<file path="config.mk">
export PLATFORM = sky130hd
export DESIGN_NAME = surround_downmix_matrix
export DESIGN_NICKNAME = d
export VERILOG_FILES = /design/src/sv/sdm_pkg.sv /design/src/sv/sdm_mul.sv /design/src/sv/sdm_div.sv /design/src/sv/surround_downmix_matrix.sv
export SDC_FILE = /design/constraint.sdc
export NUM_CORES = 1
export LEC_CHECK = 0
export BUFFER_PORTS_ARGS = -buffer_cell sky130_fd_sc_hd__buf_2
export CAP_MARGIN = 0
export CELL_PAD_IN_SITES_DETAIL_PLACEMENT = 1
export CELL_PAD_IN_SITES_GLOBAL_PLACEMENT = 1
export CORE_MARGIN = 3
export CORE_UTILIZATION = 52
export DETAILED_ROUTE_END_ITERATION = 12
export PLACE_DENSITY = 0.91
export SYNTH_ARGS = -nofsm -noshare
export SYNTH_HDL_FRONTEND = slang
export SYNTH_SLANG_ARGS = --single-unit
</file>
<file path="constraint.sdc">
create_clock -name clk -period 12.7 [get_ports clk]
set_input_delay 0.635 -clock clk [delete_from_list [all_inputs] [get_ports clk]]
set_output_delay 0.635 -clock clk [all_outputs]
set_load 0.01 [all_outputs]
</file>
<file path="src/sv/sdm_pkg.sv">
// sdm_pkg: shared constants, codes, sequencer state type and weight tables
// for the surround downmix matrix. No dependencies.
package sdm_pkg;

  localparam int DEF_MAX_IN_CHANNELS = 8;
  localparam int DEF_SAMPLE_BITS     = 24;

  localparam int LAYOUT_W   = 4;
  localparam int CH_W       = 4;
  localparam int TYPES_W    = 32;
  localparam int TYPE_W     = 4;
  localparam int POS_W      = 3;
  localparam int NUM_OUT    = 6;
  localparam int WEIGHT_W   = 17;
  localparam int FRAC_W     = 16;
  localparam int ROUND_HALF = 32768;
  localparam int WS_W       = 3;
  localparam int ROW_W      = NUM_OUT * WS_W;
  localparam int CFG_IDX_W  = 2;
  localparam int CFG_DATA_W = 32;

  // register indexes on the config port
  localparam logic [CFG_IDX_W-1:0] REG_OUT_LAYOUT    = 2'd0;
  localparam logic [CFG_IDX_W-1:0] REG_IN_CHANNELS   = 2'd1;
  localparam logic [CFG_IDX_W-1:0] REG_CHANNEL_TYPES = 2'd2;

  localparam logic [LAYOUT_W-1:0] RST_OUT_LAYOUT    = 4'd0;
  localparam logic [CH_W-1:0]     RST_IN_CHANNELS   = 4'd2;
  localparam logic [TYPES_W-1:0]  RST_CHANNEL_TYPES = 32'h0000_0021;

  // output layouts
  localparam logic [LAYOUT_W-1:0] LAYOUT_PASS   = 4'd0;
  localparam logic [LAYOUT_W-1:0] LAYOUT_MONO   = 4'd1;
  localparam logic [LAYOUT_W-1:0] LAYOUT_STEREO = 4'd2;
  localparam logic [LAYOUT_W-1:0] LAYOUT_2F1R   = 4'd3;
  localparam logic [LAYOUT_W-1:0] LAYOUT_3F     = 4'd4;
  localparam logic [LAYOUT_W-1:0] LAYOUT_3F1R   = 4'd5;
  localparam logic [LAYOUT_W-1:0] LAYOUT_2F2R   = 4'd6;
  localparam logic [LAYOUT_W-1:0] LAYOUT_3F2R   = 4'd7;
  localparam logic [LAYOUT_W-1:0] LAYOUT_3F2R_L = 4'd8;

  // speaker types
  localparam logic [TYPE_W-1:0] TYPE_MONO = 4'd0;
  localparam logic [TYPE_W-1:0] TYPE_FL   = 4'd1;
  localparam logic [TYPE_W-1:0] TYPE_FR   = 4'd2;
  localparam logic [TYPE_W-1:0] TYPE_FC   = 4'd3;
  localparam logic [TYPE_W-1:0] TYPE_RL   = 4'd4;
  localparam logic [TYPE_W-1:0] TYPE_RR   = 4'd5;
  localparam logic [TYPE_W-1:0] TYPE_RC   = 4'd6;
  localparam logic [TYPE_W-1:0] TYPE_SL   = 4'd7;
  localparam logic [TYPE_W-1:0] TYPE_SR   = 4'd8;
  localparam logic [TYPE_W-1:0] TYPE_LFE  = 4'd9;

  // weight selector codes
  localparam logic [WS_W-1:0] WS_Z = 3'd0;  // 0
  localparam logic [WS_W-1:0] WS_U = 3'd1;  // 1.0
  localparam logic [WS_W-1:0] WS_H = 3'd2;  // 0.5
  localparam logic [WS_W-1:0] WS_T = 3'd3;  // 0.33
  localparam logic [WS_W-1:0] WS_Q = 3'd4;  // 0.25
  localparam logic [WS_W-1:0] WS_F = 3'd5;  // 0.2

  typedef enum logic [2:0] {
    ST_IDLE,
    ST_MUL,
    ST_ACC,
    ST_DIV,
    ST_EMIT
  } sdm_state_t;

  function automatic logic [WEIGHT_W-1:0] sel_weight(input logic [WS_W-1:0] sel);
    logic [WEIGHT_W-1:0] w;
    case (sel)
      WS_U:    w = 17'd65536;
      WS_H:    w = 17'd32768;
      WS_T:    w = 17'd21627;
      WS_Q:    w = 17'd16384;
      WS_F:    w = 17'd13107;
      default: w = 17'd0;
    endcase
    return w;
  endfunction

  function automatic logic [POS_W-1:0] out_count(input logic [LAYOUT_W-1:0] layout);
    logic [POS_W-1:0] n;
    case (layout)
      LAYOUT_MONO:   n = 3'd1;
      LAYOUT_STEREO: n = 3'd2;
      LAYOUT_2F1R,
      LAYOUT_3F:     n = 3'd3;
      LAYOUT_3F1R,
      LAYOUT_2F2R:   n = 3'd4;
      LAYOUT_3F2R:   n = 3'd5;
      LAYOUT_3F2R_L: n = 3'd6;
      default:       n = 3'd0;
    endcase
    return n;
  endfunction

  // Weight selectors of one speaker type into all outputs; output k sits in
  // bits [3k+2:3k], so the rightmost entry below is output 0.
  function automatic logic [ROW_W-1:0] mix_row(input logic [LAYOUT_W-1:0] layout,
                                               input logic [TYPE_W-1:0] typ);
    logic [ROW_W-1:0] r;
    r = '0;
    case (layout)
      LAYOUT_MONO: r = {WS_Z, WS_Z, WS_Z, WS_Z, WS_Z, WS_U};
      LAYOUT_STEREO: begin
        case (typ)
          TYPE_MONO, TYPE_FC, TYPE_RC, TYPE_LFE: r = {WS_Z, WS_Z, WS_Z, WS_Z, WS_H, WS_H};
          TYPE_FL, TYPE_RL, TYPE_SL:             r = {WS_Z, WS_Z, WS_Z, WS_Z, WS_Z, WS_U};
          TYPE_FR, TYPE_RR, TYPE_SR:             r = {WS_Z, WS_Z, WS_Z, WS_Z, WS_U, WS_Z};
          default:                               r = '0;
        endcase
      end
      LAYOUT_2F1R: begin
        case (typ)
          TYPE_MONO, TYPE_FC:        r = {WS_Z, WS_Z, WS_Z, WS_Z, WS_H, WS_H};
          TYPE_FL:                   r = {WS_Z, WS_Z, WS_Z, WS_Z, WS_Z, WS_U};
          TYPE_FR:                   r = {WS_Z, WS_Z, WS_Z, WS_Z, WS_U, WS_Z};
          TYPE_RL, TYPE_RR, TYPE_RC: r = {WS_Z, WS_Z, WS_Z, WS_U, WS_Z, WS_Z};
          TYPE_SL:                   r = {WS_Z, WS_Z, WS_Z, WS_H, WS_Z, WS_H};
          TYPE_SR:                   r = {WS_Z, WS_Z, WS_Z, WS_H, WS_H, WS_Z};
          TYPE_LFE:                  r = {WS_Z, WS_Z, WS_Z, WS_T, WS_T, WS_T};
          default:                   r = '0;
        endcase
      end
      LAYOUT_3F: begin
        case (typ)
          TYPE_MONO, TYPE_FC, TYPE_RC: r = {WS_Z, WS_Z, WS_Z, WS_U, WS_Z, WS_Z};
          TYPE_FL, TYPE_RL, TYPE_SL:   r = {WS_Z, WS_Z, WS_Z, WS_Z, WS_Z, WS_U};
          TYPE_FR, TYPE_RR, TYPE_SR:   r = {WS_Z, WS_Z, WS_Z, WS_Z, WS_U, WS_Z};
          TYPE_LFE:                    r = {WS_Z, WS_Z, WS_Z, WS_T, WS_T, WS_T};
          default:                     r = '0;
        endcase
      end
      LAYOUT_3F1R: begin
        case (typ)
          TYPE_MONO, TYPE_FC:        r = {WS_Z, WS_Z, WS_U, WS_Z, WS_Z, WS_Z};
          TYPE_FL:                   r = {WS_Z, WS_Z, WS_Z, WS_Z, WS_Z, WS_U};
          TYPE_FR:                   r = {WS_Z, WS_Z, WS_Z, WS_Z, WS_U, WS_Z};
          TYPE_RL, TYPE_RR, TYPE_RC: r = {WS_Z, WS_Z, WS_Z, WS_U, WS_Z, WS_Z};
          TYPE_SL:                   r = {WS_Z, WS_Z, WS_Z, WS_H, WS_Z, WS_H};
          TYPE_SR:                   r = {WS_Z, WS_Z, WS_Z, WS_H, WS_H, WS_Z};
          TYPE_LFE:                  r = {WS_Z, WS_Z, WS_Q, WS_Q, WS_Q, WS_Q};
          default:                   r = '0;
        endcase
      end
      LAYOUT_2F2R: begin
        case (typ)
          TYPE_MONO, TYPE_FC: r = {WS_Z, WS_Z, WS_Z, WS_Z, WS_H, WS_H};
          TYPE_FL:            r = {WS_Z, WS_Z, WS_Z, WS_Z, WS_Z, WS_U};
          TYPE_FR:            r = {WS_Z, WS_Z, WS_Z, WS_Z, WS_U, WS_Z};
          TYPE_RL:            r = {WS_Z, WS_Z, WS_Z, WS_U, WS_Z, WS_Z};
          TYPE_RR:            r = {WS_Z, WS_Z, WS_U, WS_Z, WS_Z, WS_Z};
          TYPE_RC:            r = {WS_Z, WS_Z, WS_H, WS_H, WS_Z, WS_Z};
          TYPE_SL:            r = {WS_Z, WS_Z, WS_Z, WS_H, WS_Z, WS_H};
          TYPE_SR:            r = {WS_Z, WS_Z, WS_H, WS_Z, WS_H, WS_Z};
          TYPE_LFE:           r = {WS_Z, WS_Z, WS_Q, WS_Q, WS_Q, WS_Q};
          default:            r = '0;
        endcase
      end
      LAYOUT_3F2R: begin
        case (typ)
          TYPE_MONO, TYPE_FC: r = {WS_Z, WS_U, WS_Z, WS_Z, WS_Z, WS_Z};
          TYPE_FL:            r = {WS_Z, WS_Z, WS_Z, WS_Z, WS_Z, WS_U};
          TYPE_FR:            r = {WS_Z, WS_Z, WS_Z, WS_Z, WS_U, WS_Z};
          TYPE_RL:            r = {WS_Z, WS_Z, WS_Z, WS_U, WS_Z, WS_Z};
          TYPE_RR:            r = {WS_Z, WS_Z, WS_U, WS_Z, WS_Z, WS_Z};
          TYPE_RC:            r = {WS_Z, WS_Z, WS_H, WS_H, WS_Z, WS_Z};
          TYPE_SL:            r = {WS_Z, WS_Z, WS_Z, WS_H, WS_Z, WS_H};
          TYPE_SR:            r = {WS_Z, WS_Z, WS_H, WS_Z, WS_H, WS_Z};
          TYPE_LFE:           r = {WS_Z, WS_F, WS_F, WS_F, WS_F, WS_F};
          default:            r = '0;
        endcase
      end
      LAYOUT_3F2R_L: begin
        case (typ)
          TYPE_MONO, TYPE_FC: r = {WS_Z, WS_U, WS_Z, WS_Z, WS_Z, WS_Z};
          TYPE_FL:            r = {WS_Z, WS_Z, WS_Z, WS_Z, WS_Z, WS_U};
          TYPE_FR:            r = {WS_Z, WS_Z, WS_Z, WS_Z, WS_U, WS_Z};
          TYPE_RL:            r = {WS_Z, WS_Z, WS_Z, WS_U, WS_Z, WS_Z};
          TYPE_RR:            r = {WS_Z, WS_Z, WS_U, WS_Z, WS_Z, WS_Z};
          TYPE_RC:            r = {WS_Z, WS_Z, WS_H, WS_H, WS_Z, WS_Z};
          TYPE_SL:            r = {WS_Z, WS_Z, WS_Z, WS_H, WS_Z, WS_H};
          TYPE_SR:            r = {WS_Z, WS_Z, WS_H, WS_Z, WS_H, WS_Z};
          TYPE_LFE:           r = {WS_U, WS_Z, WS_Z, WS_Z, WS_Z, WS_Z};
          default:            r = '0;
        endcase
      end
      default: r = '0;
    endcase
    return r;
  endfunction

endpackage

</file>
<file path="src/sv/sdm_mul.sv">
// sdm_mul: shared weight multiplier, registered product, round to nearest.
// Depends on sdm_pkg.
module sdm_mul #(
  parameter int SAMPLE_BITS = sdm_pkg::DEF_SAMPLE_BITS
) (
  input  logic                             clk,
  input  logic                             en,
  input  logic signed [SAMPLE_BITS-1:0]    sample,
  input  logic [sdm_pkg::WEIGHT_W-1:0]     weight,
  output logic signed [SAMPLE_BITS-1:0]    contrib
);

  localparam int P_W = SAMPLE_BITS + sdm_pkg::WEIGHT_W + 1;

  logic signed [sdm_pkg::WEIGHT_W:0] w_s;
  logic signed [P_W-1:0]             prod_nxt;
  logic signed [P_W-1:0]             prod_r;
  logic signed [P_W-1:0]             rnd;

  assign w_s      = {1'b0, weight};
  assign prod_nxt = sample * w_s;

  always_ff @(posedge clk) begin
    if (en) begin
      prod_r <= prod_nxt;
    end
  end

  // floor((p + 0.5) / 1.0) in Q.16; result always fits the sample width
  assign rnd     = prod_r + P_W'(sdm_pkg::ROUND_HALF);
  assign contrib = rnd[sdm_pkg::FRAC_W +: SAMPLE_BITS];

endmodule

</file>
<file path="src/sv/sdm_div.sv">
// sdm_div: serial restoring divider, one quotient bit per cycle, signed
// dividend by a small unsigned divisor, truncating toward zero. Uses sdm_pkg.
module sdm_div #(
  parameter int ACC_W = 28
) (
  input  logic                         clk,
  input  logic                         rst_n,
  input  logic                         start,
  input  logic signed [ACC_W-1:0]      dividend,
  input  logic [sdm_pkg::CH_W-1:0]     divisor,
  output logic                         done,
  output logic signed [ACC_W-1:0]      quotient
);

  localparam int CNT_W = $clog2(ACC_W + 1);
  localparam int REM_W = sdm_pkg::CH_W - 1;

  logic [ACC_W-1:0]          mag_r;
  logic [REM_W-1:0]          rem_r;
  logic [sdm_pkg::CH_W-1:0]  den_r;
  logic                      neg_r;
  logic [CNT_W-1:0]          cnt_r;
  logic                      done_r;
  logic [sdm_pkg::CH_W-1:0]  trial;
  logic [sdm_pkg::CH_W-1:0]  diff;
  logic                      ge;
  logic [ACC_W-1:0]          abs_in;

  assign abs_in = dividend[ACC_W-1] ? ACC_W'(-dividend) : ACC_W'(dividend);
  assign trial  = {rem_r, mag_r[ACC_W-1]};
  assign ge     = (trial >= den_r);
  assign diff   = trial - den_r;

  always_ff @(posedge clk) begin
    if (!rst_n) begin
      cnt_r  <= '0;
      done_r <= 1'b0;
    end else begin
      done_r <= 1'b0;
      if (start) begin
        cnt_r <= CNT_W'(ACC_W);
      end else if (cnt_r != '0) begin
        cnt_r <= cnt_r - 1'b1;
        if (cnt_r == CNT_W'(1)) begin
          done_r <= 1'b1;
        end
      end
    end
  end

  always_ff @(posedge clk) begin
    if (start) begin
      mag_r <= abs_in;
      rem_r <= '0;
      den_r <= divisor;
      neg_r <= dividend[ACC_W-1];
    end else if (cnt_r != '0) begin
      mag_r <= {mag_r[ACC_W-2:0], ge};
      rem_r <= ge ? diff[REM_W-1:0] : trial[REM_W-1:0];
    end
  end

  assign done     = done_r;
  assign quotient = neg_r ? -signed'(mag_r) : signed'(mag_r);

endmodule

</file>
<file path="src/sv/surround_downmix_matrix.sv">
// surround_downmix_matrix: top level of the channel downmix matrix.
// Depends on sdm_pkg, sdm_mul (weight multiplier) and sdm_div (mono divider).
//
// Input channel: in_valid / in_stall / in_sample, one channel sample per
// request, channels interleaved in order. in_stall is high while an item is
// being worked on; the block takes one item at a time.
// Output channel: out_valid / out_stall with out_sample, out_index, out_last.
// Results sit in an output register, so a new input item is taken while a
// finished result still waits for the receiver.
// Config: cfg_we / cfg_index / cfg_wdata; the user must write them only
// while idle, and the block itself does not enforce this. Steps per input item:
//   pass-through layouts: accept, then load the output register.
//   mixing layouts: accept, then multiply and accumulate in the shared
//   multiplier for each output of the layout; a frame's last channel then
//   moves the results out one at a time through the output register.
//   mono: the last channel also runs the serial divider, then emits it.
// A stalled receiver holds the current result; the sequencer waits.
// Reset (synchronous, rst_n low) clears accumulators, channel position and
// config to its defaults: pass-through, two channels, types FL and FR.
module surround_downmix_matrix #(
  parameter int MAX_IN_CHANNELS = sdm_pkg::DEF_MAX_IN_CHANNELS,
  parameter int SAMPLE_BITS     = sdm_pkg::DEF_SAMPLE_BITS
) (
  input  logic                              clk,
  input  logic                              rst_n,
  // config
  input  logic                              cfg_we,
  input  logic [sdm_pkg::CFG_IDX_W-1:0]     cfg_index,
  input  logic [sdm_pkg::CFG_DATA_W-1:0]    cfg_wdata,
  // input requests
  input  logic                              in_valid,
  output logic                              in_stall,
  input  logic signed [SAMPLE_BITS-1:0]     in_sample,
  // result requests
  output logic                              out_valid,
  input  logic                              out_stall,
  output logic signed [SAMPLE_BITS-1:0]     out_sample,
  output logic [sdm_pkg::POS_W-1:0]         out_index,
  output logic                              out_last
);

  // 28 bits at defaults: enough for a full frame of unity-weight samples
  localparam int ACC_W = SAMPLE_BITS + $clog2(MAX_IN_CHANNELS) + 1;
  localparam logic [sdm_pkg::CH_W-1:0] MAX_CH = sdm_pkg::CH_W'(MAX_IN_CHANNELS);
  localparam logic signed [ACC_W-1:0] SAT_HI =
    {{(ACC_W - SAMPLE_BITS + 1){1'b0}}, {(SAMPLE_BITS - 1){1'b1}}};
  localparam logic signed [ACC_W-1:0] SAT_LO = ~SAT_HI;

  // config registers
  logic [sdm_pkg::LAYOUT_W-1:0] layout_r;
  logic [sdm_pkg::CH_W-1:0]     chans_r;
  logic [sdm_pkg::TYPES_W-1:0]  types_r;

  // sequencer and item state
  sdm_pkg::sdm_state_t          state_r, state_nxt;
  logic [sdm_pkg::POS_W-1:0]    k_r;
  logic [sdm_pkg::POS_W-1:0]    pos_r;
  logic [sdm_pkg::POS_W-1:0]    item_pos_r;
  logic                         end_r;
  logic signed [SAMPLE_BITS-1:0] sample_r;
  logic signed [ACC_W-1:0]      acc_r [sdm_pkg::NUM_OUT];

  // output register
  logic                         out_valid_r;
  logic signed [SAMPLE_BITS-1:0] out_sample_r;
  logic [sdm_pkg::POS_W-1:0]    out_index_r;
  logic                         out_last_r;

  // control
  logic                         accept;
  logic                         mul_en;
  logic                         acc_en;
  logic                         div_start;
  logic                         div_done;
  logic                         emit_load;
  logic                         out_free;

  // datapath
  logic [sdm_pkg::CH_W-1:0]     chans_eff;
  logic                         end_now;
  logic [sdm_pkg::CH_W-1:0]     den;
  logic                         is_pass;
  logic                         is_mono;
  logic [sdm_pkg::POS_W-1:0]    n_out;
  logic [sdm_pkg::POS_W-1:0]    last_k;
  logic                         emit_final;
  logic [sdm_pkg::TYPE_W-1:0]   typ;
  logic [sdm_pkg::ROW_W-1:0]    row;
  logic [sdm_pkg::WS_W-1:0]     wsel;
  logic [sdm_pkg::WEIGHT_W-1:0] weight;
  logic signed [SAMPLE_BITS-1:0] contrib;
  logic signed [ACC_W-1:0]      acc_sel;
  logic signed [ACC_W-1:0]      acc_sum;
  logic signed [ACC_W-1:0]      div_q;
  logic signed [ACC_W-1:0]      sat_src;
  logic signed [SAMPLE_BITS-1:0] sat_val;
  logic signed [SAMPLE_BITS-1:0] emit_sample;
  logic [sdm_pkg::POS_W-1:0]    emit_index;
  logic                         emit_last;

  // ---------------------------------------------------------------- config
  always_ff @(posedge clk) begin
    if (!rst_n) begin
      layout_r <= sdm_pkg::RST_OUT_LAYOUT;
      chans_r  <= sdm_pkg::RST_IN_CHANNELS;
      types_r  <= sdm_pkg::RST_CHANNEL_TYPES;
    end else if (cfg_we) begin
      case (cfg_index)
        sdm_pkg::REG_OUT_LAYOUT:    layout_r <= cfg_wdata[sdm_pkg::LAYOUT_W-1:0];
        sdm_pkg::REG_IN_CHANNELS:   chans_r  <= cfg_wdata[sdm_pkg::CH_W-1:0];
        sdm_pkg::REG_CHANNEL_TYPES: types_r  <= cfg_wdata[sdm_pkg::TYPES_W-1:0];
        default: ;
      endcase
    end
  end

  // ------------------------------------------------------- frame decoding
  // channel count 0 acts as 1, anything above the maximum as the maximum
  always_comb begin
    if (chans_r == '0) begin
      chans_eff = sdm_pkg::CH_W'(1);
    end else if (chans_r > MAX_CH) begin
      chans_eff = MAX_CH;
    end else begin
      chans_eff = chans_r;
    end
  end

  // a lowered channel count mid-frame ends the frame at once
  assign end_now = ({1'b0, pos_r} + sdm_pkg::CH_W'(1)) >= chans_eff;
  // mono divisor: channels rounded up to even
  assign den     = (chans_eff + sdm_pkg::CH_W'(1)) & ~sdm_pkg::CH_W'(1);

  // undefined layout codes pass through like layout 0
  assign is_pass = !(layout_r inside {[sdm_pkg::LAYOUT_MONO : sdm_pkg::LAYOUT_3F2R_L]});
  assign is_mono = (layout_r == sdm_pkg::LAYOUT_MONO);
  assign n_out   = sdm_pkg::out_count(layout_r);
  assign last_k  = is_pass ? '0 : n_out - 1'b1;

  // speaker type of the current channel and its weight into output k
  assign typ    = types_r[{item_pos_r, 2'b00} +: sdm_pkg::TYPE_W];
  assign row    = sdm_pkg::mix_row(layout_r, typ);
  assign wsel   = row[5'(k_r) * 5'd3 +: sdm_pkg::WS_W];
  assign weight = sdm_pkg::sel_weight(wsel);

  // --------------------------------------------------------- shared units
  sdm_mul #(
    .SAMPLE_BITS (SAMPLE_BITS)
  ) u_mul (
    .clk     (clk),
    .en      (mul_en),
    .sample  (sample_r),
    .weight  (weight),
    .contrib (contrib)
  );

  assign acc_sel = acc_r[k_r];
  assign acc_sum = acc_sel + {{(ACC_W - SAMPLE_BITS){contrib[SAMPLE_BITS-1]}}, contrib};

  // mono divide starts from the final sum, before it lands in acc_r
  sdm_div #(
    .ACC_W (ACC_W)
  ) u_div (
    .clk      (clk),
    .rst_n    (rst_n),
    .start    (div_start),
    .dividend (acc_sum),
    .divisor  (den),
    .done     (div_done),
    .quotient (div_q)
  );

  // ----------------------------------------------------------- saturation
  assign sat_src = is_mono ? div_q : acc_sel;

  always_comb begin
    if (sat_src > SAT_HI) begin
      sat_val = SAT_HI[SAMPLE_BITS-1:0];
    end else if (sat_src < SAT_LO) begin
      sat_val = SAT_LO[SAMPLE_BITS-1:0];
    end else begin
      sat_val = sat_src[SAMPLE_BITS-1:0];
    end
  end

  assign emit_final  = (k_r == last_k);
  assign emit_sample = is_pass ? sample_r : sat_val;
  assign emit_index  = is_pass ? item_pos_r : k_r;
  assign emit_last   = is_pass ? end_r : emit_final;

  assign out_free = !out_valid_r || !out_stall;

  // ------------------------------------------------------------ sequencer
  always_comb begin
    state_nxt = state_r;
    case (state_r)
      sdm_pkg::ST_IDLE: begin
        if (in_valid) begin
          state_nxt = is_pass ? sdm_pkg::ST_EMIT : sdm_pkg::ST_MUL;
        end
      end
      sdm_pkg::ST_MUL: state_nxt = sdm_pkg::ST_ACC;
      sdm_pkg::ST_ACC: begin
        if (k_r != last_k) begin
          state_nxt = sdm_pkg::ST_MUL;
        end else if (!end_r) begin
          state_nxt = sdm_pkg::ST_IDLE;
        end else if (is_mono) begin
          state_nxt = sdm_pkg::ST_DIV;
        end else begin
          state_nxt = sdm_pkg::ST_EMIT;
        end
      end
      sdm_pkg::ST_DIV: begin
        if (div_done) begin
          state_nxt = sdm_pkg::ST_EMIT;
        end
      end
      sdm_pkg::ST_EMIT: begin
        if (out_free && emit_final) begin
          state_nxt = sdm_pkg::ST_IDLE;
        end
      end
      default: state_nxt = sdm_pkg::ST_IDLE;
    endcase
  end

  always_comb begin
    in_stall  = (state_r != sdm_pkg::ST_IDLE);
    mul_en    = (state_r == sdm_pkg::ST_MUL);
    acc_en    = (state_r == sdm_pkg::ST_ACC);
    div_start = (state_r == sdm_pkg::ST_ACC) && emit_final && end_r && is_mono;
    emit_load = (state_r == sdm_pkg::ST_EMIT) && out_free;
  end

  assign accept = in_valid && !in_stall;

  always_ff @(posedge clk) begin
    if (!rst_n) begin
      state_r <= sdm_pkg::ST_IDLE;
      k_r     <= '0;
      pos_r   <= '0;
    end else begin
      state_r <= state_nxt;
      if (accept) begin
        k_r   <= '0;
        pos_r <= end_now ? '0 : pos_r + 1'b1;
      end else if (acc_en || emit_load) begin
        k_r   <= emit_final ? '0 : k_r + 1'b1;
      end
    end
  end

  // item payload
  always_ff @(posedge clk) begin
    if (accept) begin
      sample_r   <= in_sample;
      item_pos_r <= pos_r;
      end_r      <= end_now;
    end
  end

  // accumulators: cleared when the frame's last result leaves
  always_ff @(posedge clk) begin
    if (!rst_n) begin
      for (int i = 0; i < sdm_pkg::NUM_OUT; i++) begin
        acc_r[i] <= '0;
      end
    end else if (acc_en) begin
      acc_r[k_r] <= acc_sum;
    end else if (emit_load && emit_final && end_r) begin
      for (int i = 0; i < sdm_pkg::NUM_OUT; i++) begin
        acc_r[i] <= '0;
      end
    end
  end

  // --------------------------------------------------------- output stage
  always_ff @(posedge clk) begin
    if (!rst_n) begin
      out_valid_r <= 1'b0;
    end else if (emit_load) begin
      out_valid_r <= 1'b1;
    end else if (!out_stall) begin
      out_valid_r <= 1'b0;
    end
  end

  always_ff @(posedge clk) begin
    if (emit_load) begin
      out_sample_r <= emit_sample;
      out_index_r  <= emit_index;
      out_last_r   <= emit_last;
    end
  end

  assign out_valid  = out_valid_r;
  assign out_sample = out_sample_r;
  assign out_index  = out_index_r;
  assign out_last   = out_last_r;

endmodule

</file>
==> results.md <==
- Core Rows: roughly 90
- Critical path's most frequent cell: fa_1
- Worst-path maximum fanout: 29
- Worst-Margin Slew: approximately 1200 ps
- Vias in the first global route: ~27000
- CP arrival: 11230 ps
- Async SR Flop Fraction: 0%
- CTS Root Buffer Type: clkbuf_16
- Netlist Area Pre-Place: 32800 µm²
- Max VDD drop: 0.102 mV
- Hold violation count in the final report: 0
- Clock Latency Late Sink: about 610 ps
- Placed Area: approximately 34000 µm²
- Die height: between 200 and 300 µm
- Crit-path slowest cell: a21o_1
- Synthesized instance count: 3095
- Drt drc: 0
- Layout cell share with drive strength beyond 1: 11.6%
- Core box area: 62100 µm²
- Cell total after placement: roughly 4000
- Min-Delay Path Depth: 1
- Cts bufs inserted: 46
- Final Cell Area: between 30000 and 40000 µm²
- Synth top area share: a little under a third
- I/O pin count: slightly above 90
- Hold Buf Count CTS: 0
- P per Cell Area: between 100 and 150 nW/µm²
- Antenna violations before repair: 2
- CTS Buffer Depth: 3
- HPWL Detailed: between 70 and 80 mm
- Fmax: about 92 MHz
- Flops & latches, synth: between 400 and 500
- Hold Worst Slack: 216 ps
- Critical setup path kind: register to register
- Worst Reg-to-Reg Cells: 32
- CTS tree: yes
- Hold Crit Class: input port to register
- Total number of vias: roughly 24000
- H-tree depth: 2
- RSZ-0062 raised after global routing: no
- Total Routing Usage GR: between 30% and 40%
- Top cells by area, synth: edfxtp_1 31%, fa_1 18%, ha_1 8.8%, inv_1 5.8%, mux4_2 4.2%
- Routed WL: 98.3 mm
- Layout Skew: between 30 and 40 ps
- DRT antenna net count: 0
- Setup ws final: approximately 1800 ps
- Post-synth top area cell: edfxtp_1
- Drt wl/cell: roughly 24 µm
- Largest net degree at the start of global routing: 57
- Syn-to-layout area delta: 8.34%
- Most used DFF post-synth: edfxtp_1
- Crit share post-route: between 80 and 90%
- Non-Filler Instances: roughly 4000
- Max incr delay on CP: a little under 800 ps
- Endpoints failing setup: 0
- Die Area: 66100 µm²
- Crit start category: register
- Syn nets: between 3000 and 4000
- Fin nets: between 3000 and 4000
- Slew Limit Fails: 0
- Post-synthesis sequential area ratio: between 30% and 40%
- Post-synthesis cell type count: roughly 100
- Status: finished clean
- CTS resizes: 0
- Fillers: 6625
- IO buf count: 92
- First-pass GRT wire length: between 150 and 200 mm
- Final min period: roughly 11000 ps
- Initial core utilization: between 50% and 60%
- Postcts setup bufs: 0
- Gpl congestion: ~0.94
- Post-synth EDFFs: approximately 340
- Clock tree sinks: approximately 400
- Pre-CTS setup slack: roughly 2000 ps
- CP required: 13030 ps
- Congestion Overflow GR: 0
- Syn_area_per_cell: 10.6 µm²
- DR pass1 iterations: 6
- Initial DRC Count: ~2000
- Final setup TNS: 0 ps
- Slew margin rel.: 22.5%
- Die width: ~260 µm
- Worst-path clk slew: 60 ps
- Ys Warns: 0
- Overall Power: about 4.3 mW
- Max cap viols: 0
- Vias per inst: around 6.0
- Util after Layout: 57.3%
- Pleak: 15.8 nW
- CP endpoint kind: register
-- cell type report --
type / instances / area, µm² / area share [%]
diodes: 2 / 5.00 / 0.0141
clock buffers: 62 / 1240 / 3.49
clock inverters: 20 / 223 / 0.626
inverters: 527 / 1980 / 5.56
multi-input cells: 2048 / 19000 / 53.4
flip-flops and latches: 402 / 11400 / 32.1
well taps: 837 / 1050 / 2.95
repair buffers: 118 / 656 / 1.84
-- cell usage in the layout (no fill, tap or decap), types with 21 or more instances in the layout --
cell type    n
inv_1      506
edfxtp_1   337
fa_1       294
nor2_1     267
nand2_1    239
ha_1       230
and2_1     108
buf_2       92
o21ai_0     86
xnor2_1     66
dfxtp_1     63
a21oi_1     61
mux4_2      61
xor2_1      50
clkbuf_16   46
nand3_1     40
a21boi_0    38
a31oi_1     36
nor3_1      33
nand2b_1    32
or3_1       31
mux2_2      31
a21o_1      30
buf_4       26
nor2b_1     22
and3_1      21
-- critical path: cells and delay by family (launching register included) --
| kind | cells | cell delay (ps) |
|---|---|---|
| flip-flops | 1 | 680 |
| AND/OR/NAND/NOR | 7 | 1300 |
| XOR/XNOR | 1 | 450 |
| adder cells (fa/ha/maj) | 8 | 4220 |
| multiplexers | 3 | 1130 |
| buffers and inverters | 4 | 500 |
| AO/OA/AOI/OAI | 9 | 2330 |
-- layer usage --
layer,track usage [%],share of wire [%],vias up
li1,-,-,10500
met1,37.0,38,12200
met2,52.0,50,951
met3,4.53,6.1,284
met4,14.1,5.3,0
met5,0,0,-
-- flip-flops by register name, summed over array words and instances (netlist names), 3 cells and up, named ones only --
name and cells:
layout_r 4, n_out 3, u_div.mag_r 28, k_r 3, state_r 3, types_r 32, u_div.cnt_r 5, item_pos_r 3
u_div.rem_r 3, sample_r 24, pos_r 3, u_div.den_r 3, out_sample 24, acc_r 224, chans_r 4, u_mul.prod_r 25
out_index 3
-- worst paths after layout --
kind / start / slack, ps / to
worst max-delay path: item_pos_r[1]$_DFFE_PP_ / 1800 / u_mul.prod_r[39]$_DFFE_PP_
worst min register to register: types_r[6]$_SDFFE_PN0P_ / 470 / types_r[6]$_SDFFE_PN0P_
worst max register to register: item_pos_r[1]$_DFFE_PP_ / 1800 / u_mul.prod_r[39]$_DFFE_PP_
worst min-delay path: in_sample[1] / 220 / sample_r[1]$_DFFE_PP_
-- report_power, final --
group	leakage, nW	switching (mW)	internal (mW)
combinational	11.2	0.756	0.427
sequential	3.86	0.136	1.62
clock	0.713	0.578	0.734
total	15.8	1.47	2.78
-- synth_stat cells, types with 8 or more instances --
cell type,n
o21a_1,15
dfxtp_1,65
mux2i_1,19
a31oi_1,37
o2111ai_1,8
and4_1,8
xor2_1,50
nand3_1,40
xnor2_1,67
and3_1,21
nor3_1,34
mux2_2,31
nand3b_1,9
a211oi_1,10
fa_1,294
or3_1,31
nand4_1,20
nand2_4,10
o41ai_1,8
nand2b_1,32
o21ai_0,86
edfxtp_1,337
buf_2,16
inv_2,20
nand2_1,245
and2_1,108
mux4_2,61
inv_1,506
clkbuf_1,91
a21boi_0,38
o31ai_1,14
a21o_1,30
a21oi_1,62
nand2_2,10
ha_1,230
nor2_1,269
nor2b_1,22
-- cells by family (layout without fill, tap and decap cells) --
group	Yosys count	in the layout	synth area share, %
xor+xnor	120	120	3.29
other cells	0	2	0
mux	115	115	6.07
simple gates	904	904	13.5
flops	402	402	34.8
fa+ha+maj	524	524	26.7
compound gates	385	385	8.03
buf+inv	645	727	7.55
(Power assumes the default switching activity.)
